## config.mk

```make
export PLATFORM = sky130hd
export DESIGN_NAME = sliding_median_timestamp
export DESIGN_NICKNAME = d
export VERILOG_FILES = /design/src/design/smt_pkg.sv /design/src/design/sliding_median_timestamp.sv /design/src/design/smt_dp.sv /design/src/design/smt_ctrl.sv
export SDC_FILE = /design/constraint.sdc
export NUM_CORES = 1
export LEC_CHECK = 0
export BUFFER_PORTS_ARGS = -buffer_cell sky130_fd_sc_hd__buf_4
export CAP_MARGIN = 25
export CORE_MARGIN = 2
export CORE_UTILIZATION = 40
export CTS_CLUSTER_DIAMETER = 80
export DETAILED_ROUTE_END_ITERATION = 8
export SETUP_SLACK_MARGIN = 0.2
export SLEW_MARGIN = 10
export SYNTH_ARGS = -nofsm -noshare
export SYNTH_HDL_FRONTEND = slang
export SYNTH_SLANG_ARGS = --single-unit
```

## constraint.sdc

```tcl
create_clock -name clk -period 19.8 [get_ports clk]
set_input_delay 3.96 -clock clk [delete_from_list [all_inputs] [get_ports clk]]
set_output_delay 3.96 -clock clk [all_outputs]
set_load 0.005 [all_outputs]
```

## src/design/smt_pkg.sv

```systemverilog
// Shared constants and controller/datapath interface types for the sliding median block.
package smt_pkg;

	// Number of timestamps the window holds.
	localparam int WINDOW = 11;

	// Slot index width and fill count width, derived from the window depth.
	localparam int SLOT_W = (WINDOW > 1) ? $clog2(WINDOW) : 1;
	localparam int CNT_W  = $clog2(WINDOW + 1);

	// Field widths on the streams.
	localparam int TIME_W = 32;
	localparam int HELD_W = 4;
	localparam int OUT_W  = 40;

	// Action codes carried in the input tuser.
	localparam logic ACT_APPEND = 1'b0;
	localparam logic ACT_QUERY  = 1'b1;

	// Commands from the controller to the datapath.
	typedef struct packed {
		logic store;     // input transfer: append if asked, restart the rank pass
		logic scan_step; // rank one candidate slot and advance
		logic load_out;  // move the median and count into the output register
	} cmd_t;

	// Status from the datapath to the controller.
	typedef struct packed {
		logic scan_last; // the candidate being ranked is the last slot
	} stat_t;

endpackage

```

## src/design/sliding_median_timestamp.sv

```systemverilog
// Top level of the sliding-window median of block timestamps.
//
// Channel  Dir  Bits (low to high)                    Transfer
// s_*      in   tdata: block_time[31:0]; tuser: action  s_tvalid & s_tready
// m_*      out  tdata: median_time[31:0], held_count[35:32], zero[39:36]
//                                                       m_tvalid & m_tready
//
// Each item runs through the transfer cycle, a rank pass over the held entries
// at one window slot per cycle, and the load of the output register. The rank
// pass compares one candidate slot against all slots each cycle. Reset clears
// the window count and pointers; no clearing pass.
// A result waiting in the output register holds the block in its final load cycle,
// and the input is not ready again until that load is done.
module sliding_median_timestamp (
	input  logic                      clk,
	input  logic                      arst_n,
	input  logic                      s_tvalid,
	output logic                      s_tready,
	input  logic [smt_pkg::TIME_W-1:0] s_tdata,  // block_time
	input  logic [0:0]                s_tuser,  // action
	output logic                      m_tvalid,
	input  logic                      m_tready,
	output logic [smt_pkg::OUT_W-1:0]  m_tdata   // median_time, held_count, zero fill
);
	import smt_pkg::*;

	cmd_t              cmd;
	stat_t             stat;
	logic [TIME_W-1:0] median_time;
	logic [HELD_W-1:0] held_count;

	// Sequencing and handshakes.
	smt_ctrl u_ctrl (
		.clk      (clk),
		.arst_n   (arst_n),
		.s_tvalid (s_tvalid),
		.s_tready (s_tready),
		.m_tvalid (m_tvalid),
		.m_tready (m_tready),
		.cmd      (cmd),
		.stat     (stat)
	);

	// Window storage and rank pass.
	smt_dp u_dp (
		.clk         (clk),
		.arst_n      (arst_n),
		.cmd         (cmd),
		.stat        (stat),
		.action      (s_tuser[0]),
		.block_time  (s_tdata),
		.median_time (median_time),
		.held_count  (held_count)
	);

	// Pack the result fields, zero fill to whole bytes.
	assign m_tdata = {{(OUT_W - TIME_W - HELD_W){1'b0}}, held_count, median_time};

endmodule

```

## src/design/smt_dp.sv

```systemverilog
// Datapath of the sliding median block: timestamp ring, rank pass and output register.
module smt_dp (
	input  logic                       clk,
	input  logic                       arst_n,
	input  smt_pkg::cmd_t              cmd,
	output smt_pkg::stat_t             stat,
	input  logic                       action,
	input  logic [smt_pkg::TIME_W-1:0] block_time,
	output logic [smt_pkg::TIME_W-1:0] median_time,
	output logic [smt_pkg::HELD_W-1:0] held_count
);
	import smt_pkg::*;

	logic [TIME_W-1:0] win_q [WINDOW];
	logic [SLOT_W-1:0] oldest_q;
	logic [CNT_W-1:0]  fill_q;
	logic [SLOT_W-1:0] cand_q;
	logic [TIME_W-1:0] med_q;
	logic [TIME_W-1:0] out_med_q;
	logic [HELD_W-1:0] out_cnt_q;

	logic              full;
	logic [TIME_W-1:0] cand_val;
	logic [WINDOW-1:0] lt_vec;
	logic [WINDOW-1:0] le_vec;
	logic [CNT_W-1:0]  lt_cnt;
	logic [CNT_W-1:0]  le_cnt;
	logic [CNT_W-1:0]  mid_idx;
	logic              cand_valid;
	logic              cand_hit;
	logic [CNT_W+HELD_W-1:0] fill_ext;

	assign full = (fill_q == CNT_W'(WINDOW));

	// Timestamp ring: fills slots from zero, then overwrites the oldest slot.
	always_ff @(posedge clk) begin
		if (cmd.store && action == ACT_APPEND) begin
			if (full) begin
				win_q[oldest_q] <= block_time;
			end else begin
				win_q[fill_q[SLOT_W-1:0]] <= block_time;
			end
		end
	end

	// Ring pointers. The oldest slot only moves once the window is full.
	always_ff @(posedge clk or negedge arst_n) begin
		if (!arst_n) begin
			oldest_q <= '0;
			fill_q   <= '0;
		end else if (cmd.store && action == ACT_APPEND) begin
			if (full) begin
				if (oldest_q == SLOT_W'(WINDOW - 1)) begin
					oldest_q <= '0;
				end else begin
					oldest_q <= oldest_q + SLOT_W'(1);
				end
			end else begin
				fill_q <= fill_q + CNT_W'(1);
			end
		end
	end

	// Rank the candidate slot against every held entry in parallel. Held slots are
	// those below the fill count, since the ring starts at slot zero until full.
	always_comb begin
		cand_val = win_q[cand_q];
		for (int j = 0; j < WINDOW; j++) begin
			lt_vec[j] = (CNT_W'(j) < fill_q) && (win_q[j] < cand_val);
			le_vec[j] = (CNT_W'(j) < fill_q) && (win_q[j] <= cand_val);
		end
		lt_cnt     = CNT_W'($countones(lt_vec));
		le_cnt     = CNT_W'($countones(le_vec));
		mid_idx    = fill_q >> 1;
		cand_valid = ({1'b0, cand_q} < {1'b0, fill_q});
		cand_hit   = cand_valid && (lt_cnt <= mid_idx) && (mid_idx < le_cnt);
	end

	// Candidate counter, restarted by each input transfer.
	always_ff @(posedge clk or negedge arst_n) begin
		if (!arst_n) begin
			cand_q <= '0;
		end else if (cmd.store) begin
			cand_q <= '0;
		end else if (cmd.scan_step) begin
			cand_q <= cand_q + SLOT_W'(1);
		end
	end

	assign stat.scan_last = (cand_q == SLOT_W'(WINDOW - 1));

	// Median capture: zero for an empty window, else the candidate whose rank spans the middle.
	always_ff @(posedge clk) begin
		if (cmd.store) begin
			med_q <= '0;
		end else if (cmd.scan_step && cand_hit) begin
			med_q <= cand_val;
		end
	end

	assign fill_ext = {{HELD_W{1'b0}}, fill_q};

	// Output register, loaded once the rank pass is done.
	always_ff @(posedge clk) begin
		if (cmd.load_out) begin
			out_med_q <= med_q;
			out_cnt_q <= fill_ext[HELD_W-1:0];
		end
	end

	assign median_time = out_med_q;
	assign held_count  = out_cnt_q;

`ifndef SYNTHESIS
	// The fill count never exceeds the window depth.
	a_fill_bound: assert property (@(posedge clk) disable iff (!arst_n)
		fill_q <= CNT_W'(WINDOW))
		else $error("fill count beyond window depth");

	// The oldest slot moves only after the window has filled.
	a_oldest_full: assert property (@(posedge clk) disable iff (!arst_n)
		(oldest_q != '0) |-> full)
		else $error("oldest slot moved before the window was full");

	// An append to a partly filled window raises the count by one.
	a_fill_inc: assert property (@(posedge clk) disable iff (!arst_n)
		(cmd.store && action == ACT_APPEND && !full) |=> (fill_q == $past(fill_q) + CNT_W'(1)))
		else $error("append did not raise the fill count");
`endif

endmodule

```

## src/design/smt_ctrl.sv

```systemverilog
// Controller of the sliding median block: handshakes and rank pass sequencing.
module smt_ctrl (
	input  logic           clk,
	input  logic           arst_n,
	input  logic           s_tvalid,
	output logic           s_tready,
	output logic           m_tvalid,
	input  logic           m_tready,
	output smt_pkg::cmd_t  cmd,
	input  smt_pkg::stat_t stat
);
	import smt_pkg::*;

	localparam logic [1:0] ST_IDLE = 2'd0;
	localparam logic [1:0] ST_SCAN = 2'd1;
	localparam logic [1:0] ST_FIN  = 2'd2;

	logic [1:0] state_q;
	logic [1:0] state_d;
	logic       m_tvalid_q;
	logic       out_free;

	assign s_tready = (state_q == ST_IDLE);
	assign out_free = !m_tvalid_q || m_tready;

	// Next state and commands.
	always_comb begin
		state_d       = state_q;
		cmd.store     = 1'b0;
		cmd.scan_step = 1'b0;
		cmd.load_out  = 1'b0;
		unique case (state_q)
			ST_IDLE: begin
				if (s_tvalid) begin
					cmd.store = 1'b1;
					state_d   = ST_SCAN;
				end
			end
			ST_SCAN: begin
				cmd.scan_step = 1'b1;
				if (stat.scan_last) begin
					state_d = ST_FIN;
				end
			end
			ST_FIN: begin
				if (out_free) begin
					cmd.load_out = 1'b1;
					state_d      = ST_IDLE;
				end
			end
			default: begin
				state_d = ST_IDLE;
			end
		endcase
	end

	// State register.
	always_ff @(posedge clk or negedge arst_n) begin
		if (!arst_n) begin
			state_q <= ST_IDLE;
		end else begin
			state_q <= state_d;
		end
	end

	// Output valid flag: set on load, cleared when the result transfer completes.
	always_ff @(posedge clk or negedge arst_n) begin
		if (!arst_n) begin
			m_tvalid_q <= 1'b0;
		end else if (cmd.load_out) begin
			m_tvalid_q <= 1'b1;
		end else if (m_tready) begin
			m_tvalid_q <= 1'b0;
		end
	end

	assign m_tvalid = m_tvalid_q;

`ifndef SYNTHESIS
	// A pending result is never overwritten.
	a_no_overwrite: assert property (@(posedge clk) disable iff (!arst_n)
		cmd.load_out |-> (!m_tvalid_q || m_tready))
		else $error("result register loaded while a result was pending");

	// No second input transfer is taken while an item is in work.
	a_one_item: assert property (@(posedge clk) disable iff (!arst_n)
		(s_tvalid && s_tready) |=> !s_tready)
		else $error("input accepted during a rank pass");

	// The rank pass ends on the last slot and then delivers.
	a_scan_end: assert property (@(posedge clk) disable iff (!arst_n)
		(state_q == ST_SCAN && stat.scan_last) |=> (state_q == ST_FIN))
		else $error("rank pass did not end at the last slot");
`endif

endmodule

```

==> summary by stage, run 1 <==
Outcome
The run finished with clean final reports.

Synthesis
In the synthesized netlist, the number of instances is 2014. The Yosys step of the flow raised 0 warnings. The share of synthesized flip-flops with an asynchronous set or reset is 2.521%. sky130_fd_sc_hd__edfxtp_1 is the most common cell in the netlist. The leading area contributor after synthesis is sky130_fd_sc_hd__edfxtp_1.

The number of distinct library cells after synthesis is 59. By count the netlist is led by 548 x sky130_fd_sc_hd__edfxtp_1, 380 x sky130_fd_sc_hd__ha_1, 141 x sky130_fd_sc_hd__a21oi_1. In this run the mean area of a mapped cell was 15.44 um2.

The synthesized netlist occupies a cell area of 31090 um2. After synthesis, the cell types taking the most area are sky130_fd_sc_hd__edfxtp_1 53%, sky130_fd_sc_hd__ha_1 15%, sky130_fd_sc_hd__mux4_2 9.3%. The count of state elements after synthesis is 595.

The share of synthesized area in the top cell type comes to 52.93%. The predominant post-synthesis flop cell is sky130_fd_sc_hd__edfxtp_1. The number of synthesized flops with an enable pin is 548. The sequential area share after synthesis is 56.20%.

Worst setup path
The startpoint identified for the worst register-to-register timing path is u_dp.cand_q[0]. The capture instance of the worst register-to-register path is u_dp.med_q[10]. On the worst path, the slowest cell contributes a delay of 980 ps. The slack of the worst reg-to-reg path is 9130 ps. The data required time of the worst path is 20350 ps. Together, buffers and inverters on the worst path number 4. Of all nets on the critical path, the largest fanout is 95. The worst reg-to-reg path cell count is 25. The worst setup path is launched from a flip-flop. The startpoint-to-endpoint class of the critical path is flip-flop to flip-flop. The kind of cell with the highest combined delay along the critical path is compound AO/OA/AOI/OAI gates. The slowest stage of the critical path is the sky130_fd_sc_hd__dfrtp_4 cell.

The endpoint arrival time on the critical path is 11220 ps. STA classifies the critical path endpoint as a flip-flop.

Floorplan
The number of cell rows is 102. The floorplan step defined a die boundary enclosing 79970 um2. The die is 282.8 um tall. The die is 282.8 um wide. The total core area is 77210 um2.

The initial cell density of the core is 40.26%. The I/O pin count is 79.

Placement
At the end of routability-driven placement, the weighted congestion stood at 0.9630. The number of port buffers is 74. The detailed placer's ending HPWL is 65.85 mm. Counting tap cells, the placed design contains a total of 3121 instances.

The post-detailed-placement cell area is 33180 um2.

Layout
In the final layout, the share of cells above drive strength 1 is 20.48%. The total area of sequential cells is 17480 um2. The core occupancy in the finished layout is 45.90%. The area growth from synthesis to layout is 14.00%. Counting the fill cells in the layout gives 6693. The non-filler instance count after layout is 3247.

The final layout net count is 2584. The number of diodes is 0. Summing all multi-input logic gate instances after layout gives 13230 um2. The total non-filler cell area in the finished layout is 35440 um2.

Global routing
The global-route total usage across every layer is 23.94%. Entering global routing, the biggest net connects 96 pins. The first global-routing pass estimated 137.1 mm of wire. The remaining global-route overflow is 0. The number of global-route vias before repair is 19420. The number of antenna violations at the first check in global routing was 3.

Drt
For this block, the initial DRC count from the detailed router was 1849. The first-pass iteration count of the detailed router is 5. The remaining number of nets flagged by the antenna check after routing is 0. The routed via count divided by cell count is 6.064.

The average wire length per cell after detail routing is 29.25 um. The detailed-route wire length is 94.99 mm. For this block, the via count after detailed routing is 19690.

After detailed routing, the number of remaining DRC violations is 0.

CTS
The number of buffers created by CTS is 67. Clock tree synthesis found a total of 595 sinks. After clock tree synthesis, the clock-pin slew on the worst setup and hold paths is 60 ps. The number of setup buffers added after CTS is 0. The clock tree from TritonCTS is yes. The number of gates resized after CTS was 0. The clock tree root buffer cell is sky130_fd_sc_hd__clkbuf_16. Hold repair after CTS inserted 0 buffers. The H-tree generated during clock tree synthesis spans 3 levels.

The clock insertion delay at the later pin of the skew report is 620 ps. The longest clock path from root to sink contains 3 buffers.

STA
The share of the clock period used by the worst path after layout is 53.90%. The peak clock frequency supported by timing is 93.70 MHz. For the final routed database, the setup TNS stands at 0 ps. The headroom to the max-slew limit is 15.23%. Across the routed clock network, the largest skew measured is 26.71 ps.

The total count of max-transition violations in the final report came to 0. The number of failing setup endpoints in the final timing report is 0. The final critical-path required period is 10670 ps.

The transition time at the pin with the least slew margin is 1272 ps. The final-report hold violation count is 0. Setup repair after global routing left no endpoint under its margin.

Job
The max-cap check violation count is 0.

Worst hold path
The path with the worst hold slack has its endpoint at u_dp.median_time[30]. The tightest min-delay check is of the flip-flop to flip-flop type. The launch point of the worst hold path is u_dp.med_q[30]. The number of instances on the worst hold path is 0.
==> cell families after synthesis <==
family,synth area share [%]
multiplexers,9.381
AO/OA/AOI/OAI,10.66
other,0.01206
AND/OR/NAND/NOR,5.743
buffers and inverters,1.799
XOR/XNOR,0.1409
flip-flops,56.20
adder cells (fa/ha/maj),16.07
==> per-layer routing <==
layer  vias to the layer above  wire [um]  track usage [%]
met5                         -          6                0
met2                       806      42230            36.50
met1                     10150      43290            35.20
met4                         2       2498            7.068
li1                       8592          -                -
met3                       141       6963            3.927
==> cell type report <==
type | count | share of cell area [%]
Clock buffer | 86 | 5.229
Clock inverter | 35 | 1.041
Inverter | 55 | 0.5825
Multi-Input combinational cell | 1304 | 37.33
Sequential cell | 595 | 49.32
Tap cell | 1040 | 3.672
Timing Repair Buffer | 132 | 2.824
==> flip-flops by register name, indices dropped and copies added, names as in the netlist <==
| signal | cells |
|---|---|
| u_dp.median_time | 32 |
| u_dp.fill_q | 4 |
| u_ctrl.state_q | 2 |
| u_dp.cand_q | 4 |
| u_dp.med_q | 32 |
| u_dp.oldest_q | 4 |
| u_ctrl.m_tvalid | 1 |
| u_dp.win_q | 512 |
| u_dp.held_count | 4 |
==> cell usage in the layout (no fill, tap or decap), types with 30 or more instances in the layout <==
cell                        Yosys  layout
sky130_fd_sc_hd__edfxtp_1     548     548
sky130_fd_sc_hd__buf_4         10     125
sky130_fd_sc_hd__o21ai_0       68      68
sky130_fd_sc_hd__a2bb2o_4      30      30
sky130_fd_sc_hd__mux4_2       128     128
sky130_fd_sc_hd__inv_1         55      55
sky130_fd_sc_hd__nand2_1       94      93
sky130_fd_sc_hd__a221oi_2      31      31
sky130_fd_sc_hd__dfxtp_1       32      32
sky130_fd_sc_hd__nand4_1       79      79
sky130_fd_sc_hd__nor2_1        59      42
sky130_fd_sc_hd__ha_1         380     380
sky130_fd_sc_hd__clkbuf_16      0      71
sky130_fd_sc_hd__nand3_1       40      40
sky130_fd_sc_hd__a21oi_1      141     141
sky130_fd_sc_hd__a22o_1        34      34
==> how the worst max path moves through the flow <==
stage | from | to | slack (ps) | depth (start not counted)
after floorplan | u_dp.cand_q[0] | u_dp.med_q[14] | 12460 | 29
after global placement | u_dp.cand_q[0] | u_dp.med_q[7] | 8630 | 25
after detailed placement | u_dp.cand_q[0] | u_dp.med_q[5] | 9160 | 25
after CTS | u_dp.cand_q[0] | u_dp.med_q[5] | 9120 | 25
after global routing | u_dp.cand_q[0] | u_dp.med_q[10] | 8610 | 25
final | u_dp.cand_q[0] | u_dp.med_q[10] | 9130 | 25
==> stage by stage <==
step	worst slack [ps]	hold slack [ps]
2_1_floorplan	12460	408.6
3_3_place_gp	8632	437.7
3_5_place_dp	9155	429.1
4_1_cts	9125	445.7
5_1_grt	8609	466.7
6_report	9128	444.9
Power of run 1 is not shown: default switching activity piles up to over one toggle a cycle in this logic, so the estimate is an artifact.
==> run 2, diff against run 1 <==
- clock period: 19.8 -> 8.9 ns (I/O delays scaled with it)
==> summary by stage, run 2 (synthesis results as in run 1) <==
Layout
The largest register by flop count was u_dp.win_q (unchanged). The number of diodes is 0 (unchanged). The number of flip-flops in the largest register is 512 (unchanged). The total area of multi-input combinational cells is 13240 um2 (was 13230 um2). The area added between synthesis and finish is 14.99% (was 14.00%). The total area of sequential cells came to 17480 um2 (unchanged). The non-filler instance count after layout is 3293 (was 3247). The final layout net count is 2632 (was 2584). The filler cell count in the final layout is 6657 (was 6693). The commonest non-fill, non-tap cell in the layout was sky130_fd_sc_hd__edfxtp_1 (unchanged).

Commonest cells after routing, fill and taps aside: 548 x sky130_fd_sc_hd__edfxtp_1, 380 x sky130_fd_sc_hd__ha_1, 170 x sky130_fd_sc_hd__buf_4, 141 x sky130_fd_sc_hd__a21oi_1, 128 x sky130_fd_sc_hd__mux4_2 (was 548 x sky130_fd_sc_hd__edfxtp_1, 380 x sky130_fd_sc_hd__ha_1, 141 x sky130_fd_sc_hd__a21oi_1, 128 x sky130_fd_sc_hd__mux4_2, 125 x sky130_fd_sc_hd__buf_4). The share of final-layout standard cells stronger than drive strength 1 is 22.15% (was 20.48%).

Worst setup path
The highest cell delay on the worst timing path is 670 ps (was 980 ps). The cell with the biggest individual delay on the critical path is sky130_fd_sc_hd__dfrtp_4 (unchanged). The gate family responsible for the most delay along the worst path is adder cells (was compound AO/OA/AOI/OAI gates). The number of buffer and inverter instances along the worst setup path was 6 (was 4). The endpoint arrival time on the critical path is 8760 ps (was 11220 ps).

The category of the worst setup path launch point is a flip-flop (unchanged). The nature of the critical path endpoint is a flip-flop (unchanged). The startpoint-to-endpoint class of the critical path is flip-flop to flip-flop (unchanged). The data required time of the worst path is 9420 ps (was 20350 ps). The largest driver fanout on the critical path is 22 (was 95).

Global routing
The number of global-route vias before repair is 19870 (was 19420). The number of antenna violations at the first check in global routing is 0 (was 3). The remaining global-route overflow is 0 (unchanged). The global-route wire length before repair is 140.0 mm (was 137.1 mm). The largest net degree at the start of global routing is 40 (was 96). The global-route total usage across every layer is 24.52% (was 23.94%).

Placement
The count of placed standard cells including taps is 3178 (was 3121). The detailed placer's ending HPWL is 69.07 mm (was 65.85 mm). The number of port buffers is 74 (unchanged). The final weighted congestion of routability-driven global placement is 0.9339 (was 0.9630).

Worst hold path
The worst min-delay path category is flip-flop to flip-flop (unchanged).

Floorplan
The area enclosed by the die boundary is 79970 um2 (unchanged). The number of cell rows is 102 (unchanged). The I/O pin count is 79 (unchanged). The total core area is 77210 um2 (unchanged). The horizontal die dimension came to 282.8 um (unchanged). The initial cell density of the core is 40.26% (unchanged). The die height is 282.8 um (unchanged).

Drt
The first-pass iteration count of the detailed router came to 5 (unchanged). The routed via count divided by cell count came to 6.029 (was 6.064). The average wire length per cell after detail routing came to 29.58 um (was 29.25 um). The met1 wire length is 43.60 mm (was 43.29 mm). The count of unresolved DRC violations after routing came to 0 (unchanged). The remaining number of nets flagged by the antenna check after routing is 0 (unchanged).

The top layer reached by signal wires is met4 (was met5). The total via count in the routed design is 19850 (was 19690). The detailed-routed wire length on met2 was 43.87 mm (was 42.23 mm). The initial detailed-routing violation count is 1931 (was 1849). The detailed-route wire length is 97.40 mm (was 94.99 mm). The total length of routed met3 wires is 7.430 mm (was 6.963 mm).

STA
The number of failing setup endpoints in the final timing report was 0 (unchanged). The total negative slack is 0 ps (unchanged). The final critical-path required period is 8236 ps (was 10670 ps). The final clock skew came to 29.49 ps (was 26.71 ps). Unrepaired setup endpoints after global routing: false (unchanged). The share of the clock period used by the worst path after layout is 92.54% (was 53.90%).

The peak clock frequency supported by timing is 121.4 MHz (was 93.70 MHz). The total count of max-transition violations in the final report is 0 (unchanged). The transition time at the pin with the least slew margin is 999.2 ps (was 1272 ps). The headroom to the max-slew limit is 33.07% (was 15.23%). The final-report hold violation count is 0 (unchanged).

Outcome
Run status: finished, final reports clean (unchanged).

CTS
The H-tree level count came to 2 (was 3). The clock insertion delay at the later pin of the skew report is 640 ps (was 620 ps). The number of sinks on the clock net came to 595 (unchanged).

The number of buffers created by CTS is 61 (was 67). The clock tree from TritonCTS is yes (unchanged). The clock-pin slew on the worst setup and hold paths is 70 ps (was 60 ps). The clock tree root buffer cell is sky130_fd_sc_hd__clkbuf_16 (unchanged). The buffer levels on the longest clock path is 3 (unchanged).

Job
The max-cap check violation count was 0 (unchanged).
## run 2: area by class of cell
class                   count  area share [%]
flip-flops and latches    595           48.89
multi-input cells        1304           37.03
clock buffers              74           4.462
repair buffers            186           4.256
well taps                1040           3.640
clock inverters            39           1.137
inverters                  55          0.5775
## run 2: stage by stage
step / hold slack [ps] / instance area (um2) / setup WS [ps] / utilization, %
after global routing: 475.6 / 35750 / 316.1 / 46.30
after global placement: 445.0 / 33690 / 195.4 / 43.64
after detailed placement: 445.1 / 33710 / 334.6 / 43.66
after floorplan: 408.6 / 31100 / 1557 / -
after CTS: 463.4 / 35720 / 307.2 / 46.26
final: 457.8 / 35750 / 664.2 / 46.30
## run 2: final timing paths
check	depth (start not counted)	start	endpoint	slack, ps
max in group asynchronous	1	arst_n	u_dp.cand_q[1]	7640
min in group asynchronous	1	arst_n	u_dp.oldest_q[0]	1010
max	26	u_dp.cand_q[0]	u_dp.med_q[18]	660
max reg2reg	26	u_dp.cand_q[0]	u_dp.med_q[18]	660
min reg2reg	0	u_dp.med_q[30]	u_dp.median_time[30]	460
min	0	u_dp.med_q[30]	u_dp.median_time[30]	460
## run 2: layer usage
| layer | vias up | track usage (%) |
|---|---|---|
| met4 | 0 | 6.322 |
| met5 | - | 0 |
| met3 | 148 | 4.553 |
| met2 | 806 | 38.00 |
| li1 | 8676 | - |
| met1 | 10220 | 35.53 |
## run 2: worst register-to-register path, stage by stage, from the launching register on
cell and delay [ps]:
sky130_fd_sc_hd__dfrtp_4 670, sky130_fd_sc_hd__buf_12 280, sky130_fd_sc_hd__mux4_2 540, sky130_fd_sc_hd__a22o_1 250, sky130_fd_sc_hd__a221oi_2 390, sky130_fd_sc_hd__buf_4 300, sky130_fd_sc_hd__ha_1 200, sky130_fd_sc_hd__nand4_1 240
sky130_fd_sc_hd__nor4_2 660, sky130_fd_sc_hd__a21boi_0 480, sky130_fd_sc_hd__o31a_1 260, sky130_fd_sc_hd__o21ai_0 120, sky130_fd_sc_hd__ha_1 340, sky130_fd_sc_hd__fa_1 490, sky130_fd_sc_hd__inv_1 60, sky130_fd_sc_hd__fa_1 410
sky130_fd_sc_hd__inv_1 80, sky130_fd_sc_hd__fa_1 430, sky130_fd_sc_hd__ha_1 220, sky130_fd_sc_hd__fa_1 490, sky130_fd_sc_hd__inv_1 50, sky130_fd_sc_hd__ha_1 260, sky130_fd_sc_hd__o21ai_0 140, sky130_fd_sc_hd__o21a_1 230
sky130_fd_sc_hd__a21oi_4 100, sky130_fd_sc_hd__buf_12 210, sky130_fd_sc_hd__a2bb2o_4 240
## run 2: timing repair
action	in CTS	in global routing
setup endpoints to repair	0	32
hold buffers	0	0
gates resized for setup	0	3
hold endpoints to repair	0	0
buffers inserted	0	1
Power of run 2 is left out for the same reason.
